[src/ocb_pkg.sv]
// Shared constants, types and codes of the octant centre-of-mass binner.
package ocb_pkg;

    localparam int CELL_CAPACITY = 256;
    localparam int BRANCHING     = 8;
    localparam int NCELLS        = BRANCHING * BRANCHING;
    localparam int SUB_W         = $clog2(BRANCHING);
    localparam int CELL_W        = $clog2(NCELLS);

    localparam int POS_W     = 24;
    localparam int MASS_W    = 24;
    localparam int CNT_W     = 9;
    localparam int SUM_W     = 32;
    localparam int MOM_W     = 56;
    localparam int QCNT_W    = 12;
    localparam int QMASS_W   = 35;
    localparam int QMOM_W    = 59;
    localparam int PMARK_W   = 23;
    localparam int CFG_W     = 24;
    localparam int DIV_STEPS = QMOM_W;
    localparam int DIVC_W    = $clog2(DIV_STEPS);

    typedef enum logic [1:0] {
        MODE_ADD   = 2'd0,
        MODE_QUERY = 2'd1,
        MODE_CLEAR = 2'd2,
        MODE_NONE  = 2'd3
    } mode_t;

    typedef enum logic [1:0] {
        ST_OK    = 2'd0,
        ST_FULL  = 2'd1,
        ST_EMPTY = 2'd2,
        ST_SPARE = 2'd3
    } status_t;

    typedef enum logic {
        CFG_POS_MARK = 1'b0,
        CFG_NEG_MARK = 1'b1
    } cfg_idx_t;

    typedef enum logic [2:0] {
        S_IDLE,
        S_ADD_RD,
        S_ADD_WR,
        S_Q_RD,
        S_Q_ACC,
        S_DIV_START,
        S_DIV_WAIT,
        S_DONE
    } state_t;

    typedef struct packed {
        logic [CNT_W-1:0] cnt;
        logic [SUM_W-1:0] mass;
        logic [MOM_W-1:0] mx;
        logic [MOM_W-1:0] my;
        logic [MOM_W-1:0] mz;
    } cell_t;

    typedef struct packed {
        logic take_in;
        logic add_rd;
        logic add_wr;
        logic q_rd;
        logic q_acc;
        logic div_start;
        logic load_out;
    } dp_cmd_t;

    typedef struct packed {
        logic [1:0] in_mode;
        logic       q_last;
        logic       div_done;
    } dp_sts_t;

endpackage

[src/ocb_ctrl.sv]
// Sequencing state machine of the binner.
module ocb_ctrl (
    input  logic              clk,
    input  logic              rst_n,
    input  logic              in_valid,
    output logic              in_ready,
    output logic              out_valid,
    input  logic              out_ready,
    input  ocb_pkg::dp_sts_t  sts,
    output ocb_pkg::dp_cmd_t  cmd
);
    import ocb_pkg::*;

    state_t state_reg, state_next;
    logic   out_valid_reg, out_valid_next;
    logic   slot_free;

    assign slot_free = !out_valid_reg || out_ready;

    always_comb
    begin
        state_next = state_reg;
        case (state_reg)
            S_IDLE:
            begin
                if (in_valid)
                begin
                    case (sts.in_mode)
                        MODE_ADD:   state_next = S_ADD_RD;
                        MODE_QUERY: state_next = S_Q_RD;
                        default:    state_next = S_DONE;
                    endcase
                end
            end
            S_ADD_RD:    state_next = S_ADD_WR;
            S_ADD_WR:    state_next = S_DONE;
            S_Q_RD:      state_next = S_Q_ACC;
            S_Q_ACC:     state_next = sts.q_last ? S_DIV_START : S_Q_RD;
            S_DIV_START: state_next = S_DIV_WAIT;
            S_DIV_WAIT:  state_next = sts.div_done ? S_DONE : S_DIV_WAIT;
            S_DONE:      state_next = slot_free ? S_IDLE : S_DONE;
            default:     state_next = S_IDLE;
        endcase
    end

    always_comb
    begin
        cmd            = '0;
        in_ready       = 1'b0;
        out_valid_next = out_valid_reg && !out_ready;
        case (state_reg)
            S_IDLE:
            begin
                in_ready    = 1'b1;
                cmd.take_in = in_valid;
            end
            S_ADD_RD:    cmd.add_rd    = 1'b1;
            S_ADD_WR:    cmd.add_wr    = 1'b1;
            S_Q_RD:      cmd.q_rd      = 1'b1;
            S_Q_ACC:     cmd.q_acc     = 1'b1;
            S_DIV_START: cmd.div_start = 1'b1;
            S_DONE:
            begin
                if (slot_free)
                begin
                    cmd.load_out   = 1'b1;
                    out_valid_next = 1'b1;
                end
            end
            default: ;
        endcase
    end

    always_ff @(posedge clk or negedge rst_n)
    begin
        if (!rst_n)
        begin
            state_reg     <= S_IDLE;
            out_valid_reg <= 1'b0;
        end
        else
        begin
            state_reg     <= state_next;
            out_valid_reg <= out_valid_next;
        end
    end

    assign out_valid = out_valid_reg;

    a_load_slot: assert property (@(posedge clk) disable iff (!rst_n)
        cmd.load_out |-> (!out_valid_reg || out_ready))
        else $error("result loaded over an untaken one");
    a_wr_after_rd: assert property (@(posedge clk) disable iff (!rst_n)
        cmd.add_wr |-> $past(cmd.add_rd))
        else $error("cell write without its read");
    a_div_to_done: assert property (@(posedge clk) disable iff (!rst_n)
        (state_reg == S_DIV_WAIT && sts.div_done) |=> state_reg == S_DONE)
        else $error("division finish missed");
    a_one_take: assert property (@(posedge clk) disable iff (!rst_n)
        cmd.take_in |=> !in_ready)
        else $error("second item taken while busy");

endmodule

[config.mk]
export PLATFORM = sky130hd
export DESIGN_NAME = ocb_ctrl
export DESIGN_NICKNAME = d
export VERILOG_FILES = /design/src/ocb_pkg.sv /design/src/ocb_ctrl.sv
export SDC_FILE = /design/constraint.sdc
export NUM_CORES = 1
export LEC_CHECK = 0
export BUFFER_PORTS_ARGS = -buffer_cell sky130_fd_sc_hd__buf_2
export CAP_MARGIN = 20
export CORE_AREA = 2 2 39 41
export CTS_BUF_LIST = sky130_fd_sc_hd__clkbuf_4
export DETAILED_ROUTE_END_ITERATION = 7
export DIE_AREA = 0 0 41 43
export SETUP_SLACK_MARGIN = 0.15
export SLEW_MARGIN = 20
export SYNTH_ARGS = -nofsm -noshare
export SYNTH_HDL_FRONTEND = slang
export SYNTH_SLANG_ARGS = --single-unit
export TNS_END_PERCENT = 50
[constraint.sdc]
create_clock -name clk -period 1.05 [get_ports clk]
set_clock_uncertainty 0.1 [all_clocks]
set_input_delay 0.105 -clock clk [delete_from_list [all_inputs] [get_ports clk]]
set_output_delay 0.105 -clock clk [all_outputs]
set_load 0.01 [all_outputs]
==> results of run 1 <==
==> routing by layer <==
| layer | vias to the layer above | part of all wire (%) |
|---|---|---|
| met1 | 159 | 44 |
| met4 | 0 | 0 |
| met3 | 0 | 7.0 |
| li1 | 175 | - |
| met5 | - | 0 |
| met2 | 12 | 49 |
==> worst max-delay path, cell delays in order (launching register included) <==
cell,delay [ns]
dfrtp_2,0.47
nor3_4,0.19
and2_4,0.17
buf_6,0.10
==> layout by cell type (no fill, tap or decap), types with 2 or more instances in the layout <==
| master | n |
|---|---|
| buf_2 | 11 |
| nor2_1 | 2 |
| buf_6 | 8 |
| and2_4 | 3 |
| and3_2 | 2 |
| o21a_1 | 2 |
| dfrtp_2 | 3 |
| clkbuf_4 | 4 |
| buf_4 | 9 |
| inv_2 | 2 |
| dlygate4sd3_1 | 2 |
==> metrics by stage <==
step                instances  utilization, %  setup WS (ns)
finish                     79            42.8         -0.317
global route               79            42.8         -0.372
CTS                        76            39.8         -0.315
detailed placement         66            31.6         -0.227
global placement           66            31.6         -0.199
floorplan                  31               -        -0.0590
==> timing repair <==
| item | 4_1_cts | 5_1_grt |
|---|---|---|
| pin swaps | 3 | 1 |
| setup endpoints to repair | 13 | 13 |
| buffers inserted | 4 | 3 |
| hold buffers | 2 | 0 |
| endpoints found under the hold margin | 5 | 0 |
| resized for setup | 8 | 4 |
==> power breakdown <==
part,internal [mW],switching [mW],leakage [nW],total [mW]
registers,0.242,0.148,0.0432,0.390
clock network,0.169,0.0716,0.0184,0.241
logic,0.609,0.428,0.231,1.04
total,1.02,0.648,0.293,1.67
==> cells by family (layout without fill, tap and decap cells) <==
| group | after synthesis | count (layout) | share of synthesized area, % |
|---|---|---|---|
| simple gates | 16 | 16 | 37.3 |
| compound gates | 7 | 7 | 21.9 |
| flops | 4 | 4 | 32.4 |
| buf+inv | 4 | 36 | 8.50 |
==> layout make-up <==
class                           instances  area (um2)  area share, %
Inverter                                2        7.51           1.27
Clock buffer                            4        30.0           5.07
Multi-Input combinational cell         23         198           33.4
Tap cell                               16        20.0           3.38
Sequential cell                         4         104           17.5
Timing Repair Buffer                   30         233           39.3
==> path summary, 6_finish.rpt <==
path | start | to
min | sts[1] | state_reg[1]$_DFFE_PN0P_
max reg2reg | state_reg[0]$_DFFE_PN0P_ | state_reg[0]$_DFFE_PN0P_
max in group asynchronous | rst_n | state_reg[0]$_DFFE_PN0P_
min reg2reg | state_reg[1]$_DFFE_PN0P_ | state_reg[2]$_DFFE_PN0P_
max | state_reg[2]$_DFFE_PN0P_ | cmd[6]
min in group asynchronous | rst_n | state_reg[1]$_DFFE_PN0P_
==> out/results.ini, run 1 <==
[logic_synthesis]
synth_top_cell_by_area = dfrtp_1
syn-cell-area_um2 = 309
yosysUniqueCellTypes = 23
yosys_warnings = 0
yosys-top-cells-area = dfrtp_1 32%, nor4_4 6.9%, a221oi_2 4.9%, and3_2 4.9%, o21a_1 4.9%
most_common_cell_in_the_synthesized_netlist = dfrtp_1
netlist_instances = 31
synth_fp_nets = 39
synth-main-ff-cell = dfrtp_1
synth-seq-area-share_pct = 32.4
synth.avg_cell_area_um2 = 9.97
number_of_flops_mapped_to_enable_cells_by_yosys = 0
synth-async-reset-ratio_pct = 100
synth.top_cell.area_share_pct = 32.4
yosys_register_bits = 4

[routing]
route.detailed.vias_per_inst = 4.38
detail_route.iter0.violations = 0
route.final.wire_length_um = 923
vias = 346
antenna_violating_nets_post_route = 0
detail_route.drc_violations = 0
wl_per_cell_um = 11.7
drt-pass1-iter-count = 1

[worst_setup_path]
cp_arrival_ns = 1.16
worst-setup-path-type = reg2out
rrSetupSlack_ns = -0.23
timing.critical_path.required_ns = 0.84
type_of_origin_of_the_critical_path = register
crit_path_end_kind = primary output
timing.reg2reg.worst_path_depth = 5
crit_path_max_fanout = 7

[clocking]
numCtsBuffers = 3
clock_latency_ns = 0.24
cts.path.max_buffers = 2
cts_htree_levels = 1
clkSinkCount = 4
clkTransAtPathRegs_ns = 0.04
cts_root_buffer = clkbuf_4
cts_tree = done

[final_layout]
final_nets = 72
largest_reg_flops = 3
syn_to_final_growth_pct = 91.5
filler_cell_count = 146
finish.instance_area_um2 = 592
diodes = 0
post_route_cells_drive_above_1_share_pct = 76.2

[sta]
tns_ns = -2.71
rsz0062_at_grt = true
setup_viol = 11
hold_ws_ns = 0.0700
fmaxAchievable_ghz = 0.732
timing.final.hold_violations = 0
worst-slew-pin-transition_ns = 0.222
setup_ws_ns = -0.317
worst_slew_margin_rel_pct = 85.1
min_period_over_period_pct = 130
number_of_max_slew_violations_in_the_final_report = 0
min_period_ns = 1.37

[global_routing]
maximum_number_of_pins_on_one_net_before_global_route_repair = 8
grt.met1_usage_pct = 15.3
gr-usage-met2_pct = 17.5
grt_pass1_wl_um = 1410
number_of_global_route_vias_before_repair = 330
antenna_found_initial = 0
global_route.peak_usage_layer = met2
grt_util_all_layers_pct = 12.2
grt_overflow_total = 0
gr-usage-met3_pct = 1.57

[min_path]
whs_path_depth = 3
worst_hold_path_type = in2reg

[job]
max-cap-violations = 0

[floorplanning]
fp.coreArea_mm2 = 0.00138
die_h_um = 43
die-width_um = 41
start_util_pct = 22.3
top_level_ports = 17
row_count = 14
dieArea_mm2 = 0.00176

[placed_design]
port-buffer-count = 16
detailedPlacementHpwl_um = 583
placement.cell_area_um2 = 438
globalplace.congestion = 0.721

[status]
violations = setup timing
status = finished, violations left

[pwr]
report.power.total_mw = 1.67
ir_drop_worst_vdd_mv = 1.31
total_leakage_power_nw = 0.293
power_density_mw_per_mm2 = 2820

No activity file was read; power rests on OpenSTA's default activity.
==> inputs of run 2 (changes only) <==
--- a/config.mk
+++ b/config.mk
@@ -11,8 +11,9 @@
 export CTS_BUF_LIST = sky130_fd_sc_hd__clkbuf_4
 export DETAILED_ROUTE_END_ITERATION = 7
 export DIE_AREA = 0 0 41 43
+export GPL_TIMING_DRIVEN = 0
 export SETUP_SLACK_MARGIN = 0.15
-export SLEW_MARGIN = 20
+export SLEW_MARGIN = 5
 export SYNTH_ARGS = -nofsm -noshare
 export SYNTH_HDL_FRONTEND = slang
 export SYNTH_SLANG_ARGS = --single-unit
==> run 2 against run 1 <==
Effect of this change:
- the flow still finishes with violations (setup timing)
- routed wire length grew 0.76%
- worst hold slack gained 0.015 ns
- count of clock-buffer cells in the layout is the same
- final cell count shrank 2.5%
- via count grew 1.7%
- highest routed layer is now met4
==> out/results.ini, run 2 (synthesis results as in run 1) <==
[sta]
timing.final.hold_violations = 0
rsz0062_at_grt = true
min_period_over_period_pct = 133
worst_slew_margin_rel_pct = 86.6
setup_ws_ns = -0.345
worst-slew-pin-transition_ns = 0.199
fmaxAchievable_ghz = 0.717
hold_ws_ns = 0.0853
min_period_ns = 1.40
number_of_max_slew_violations_in_the_final_report = 0
setup_viol = 11

[worst_setup_path]
timing.critical_path.required_ns = 0.84
worst-setup-path-type = reg2out
timing.critical_path.to = cmd[3]
crit_path_max_fanout = 7
r2r-end = state_reg[0]$_DFFE_PN0P_
crit_path_end_kind = primary output
type_of_origin_of_the_critical_path = register
critical_path.startpoint = state_reg[0]$_DFFE_PN0P_
r2r-start = state_reg[0]$_DFFE_PN0P_
rrSetupSlack_ns = -0.26
timing.reg2reg.worst_path_depth = 4
cp_arrival_ns = 1.19

[floorplanning]
start_util_pct = 22.3
die_h_um = 43
dieArea_mm2 = 0.00176
top_level_ports = 17
fp.coreArea_mm2 = 0.00138
die-width_um = 41
row_count = 14

[final_layout]
utilization_pct = 43.9
largest_reg_flops = 3
final_nets = 70
syn_to_final_growth_pct = 96.8
fin_cells = 77
diodes = 0
post_route_cells_drive_above_1_share_pct = 75.4
highest_count_cells_in_the_layout_ignoring_fill_and_taps = 10 x buf_6, 10 x buf_2, 6 x buf_4

[pwr]
report.power.total_mw = 1.72
total_leakage_power_nw = 0.290
ir_drop_worst_vdd_mv = 1.21
power_density_mw_per_mm2 = 2820

[routing]
detail_route.drc_violations = 0
route.final.wire_length_um = 930
route.detailed.vias_per_inst = 4.57
vias = 352
drt-pass1-iter-count = 4
detail_route.iter0.violations = 1
wl_per_cell_um = 12.1
antenna_violating_nets_post_route = 0

[clocking]
numCtsBuffers = 3
clkSinkCount = 4
cts.path.max_buffers = 2
cts_htree_levels = 1
clkTransAtPathRegs_ns = 0.04
clock_latency_ns = 0.24
cts_tree = done
cts_root_buffer = clkbuf_4

[global_routing]
grt_pass1_wl_um = 1570
grt_overflow_total = 0
antenna_found_initial = 0
grt_util_all_layers_pct = 13.6
number_of_global_route_vias_before_repair = 363
maximum_number_of_pins_on_one_net_before_global_route_repair = 9

[job]
max-cap-violations = 0

[placed_design]
globalplace.congestion = 0.753
worst_setup_slack_post_dpl_ns = -0.169
port-buffer-count = 16
dp_cells = 63
detailedPlacementHpwl_um = 596

[status]
status = finished, violations left
violations = setup timing

[min_path]
worst_hold_path_type = in2reg

-- run 2: how the worst min path moves through the flow --
stage	cells past startpoint	endpoint	startpoint	slack (ns)
final	3	state_reg[1]$_DFFE_PN0P_	sts[1]	0.09
after global routing	3	state_reg[1]$_DFFE_PN0P_	sts[1]	0.09
after CTS	3	state_reg[1]$_DFFE_PN0P_	sts[1]	0.05
after detailed placement	1	out_valid$_DFF_PN0_	rst_n	-0.18
after global placement	1	state_reg[2]$_DFFE_PN0P_	rst_n	-0.19
after floorplan	0	out_valid$_DFF_PN0_	rst_n	-0.29
-- run 2: final cells by class --
type	count	area, um2
plain buffers	2	22.5
clock buffers	4	30.0
fillers	146	776
inverters	2	17.5
multi-input cells	23	211
flip-flops and latches	4	101
well taps	16	20.0
repair buffers	26	205
-- run 2: what timing repair did --
| action | in CTS | in global routing |
|---|---|---|
| resized for setup | 11 | 8 |
| pin swaps | 4 | 4 |
| hold buffers | 2 | 0 |
| endpoints found under the hold margin | 5 | 0 |
| setup endpoints to repair | 13 | 13 |
| setup buffers | 7 | 1 |
-- run 2: critical path, cell delays in order, from the launching register on --
cell	delay, ns
dfrtp_1	0.42
buf_6	0.16
and2_4	0.13
and2_4	0.13
buf_6	0.11
-- run 2: routing by layer --
layer	part of all wire [%]	global-route usage [%]	vias to the layer above
met4	0.75	8.00	0
li1	-	-	168
met2	53	21.6	18
met1	38	15.6	164
met5	0	0	-
met3	8.0	3.14	2
-- run 2: power breakdown --
part           switching (mW)  internal [mW]  leakage, nW
Clock                  0.0723          0.169       0.0184
Combinational           0.512          0.624        0.227
Sequential              0.105          0.234       0.0450
Total                   0.689           1.03        0.290
-- run 2: per-stage QoR --
step / setup TNS, ns / cell area, um2
final: -3.06 / 608
after global routing: -3.71 / 608
after CTS: -3.08 / 566
after detailed placement: -0.831 / 419
after global placement: -0.745 / 419
after floorplan: -0.157 / 319
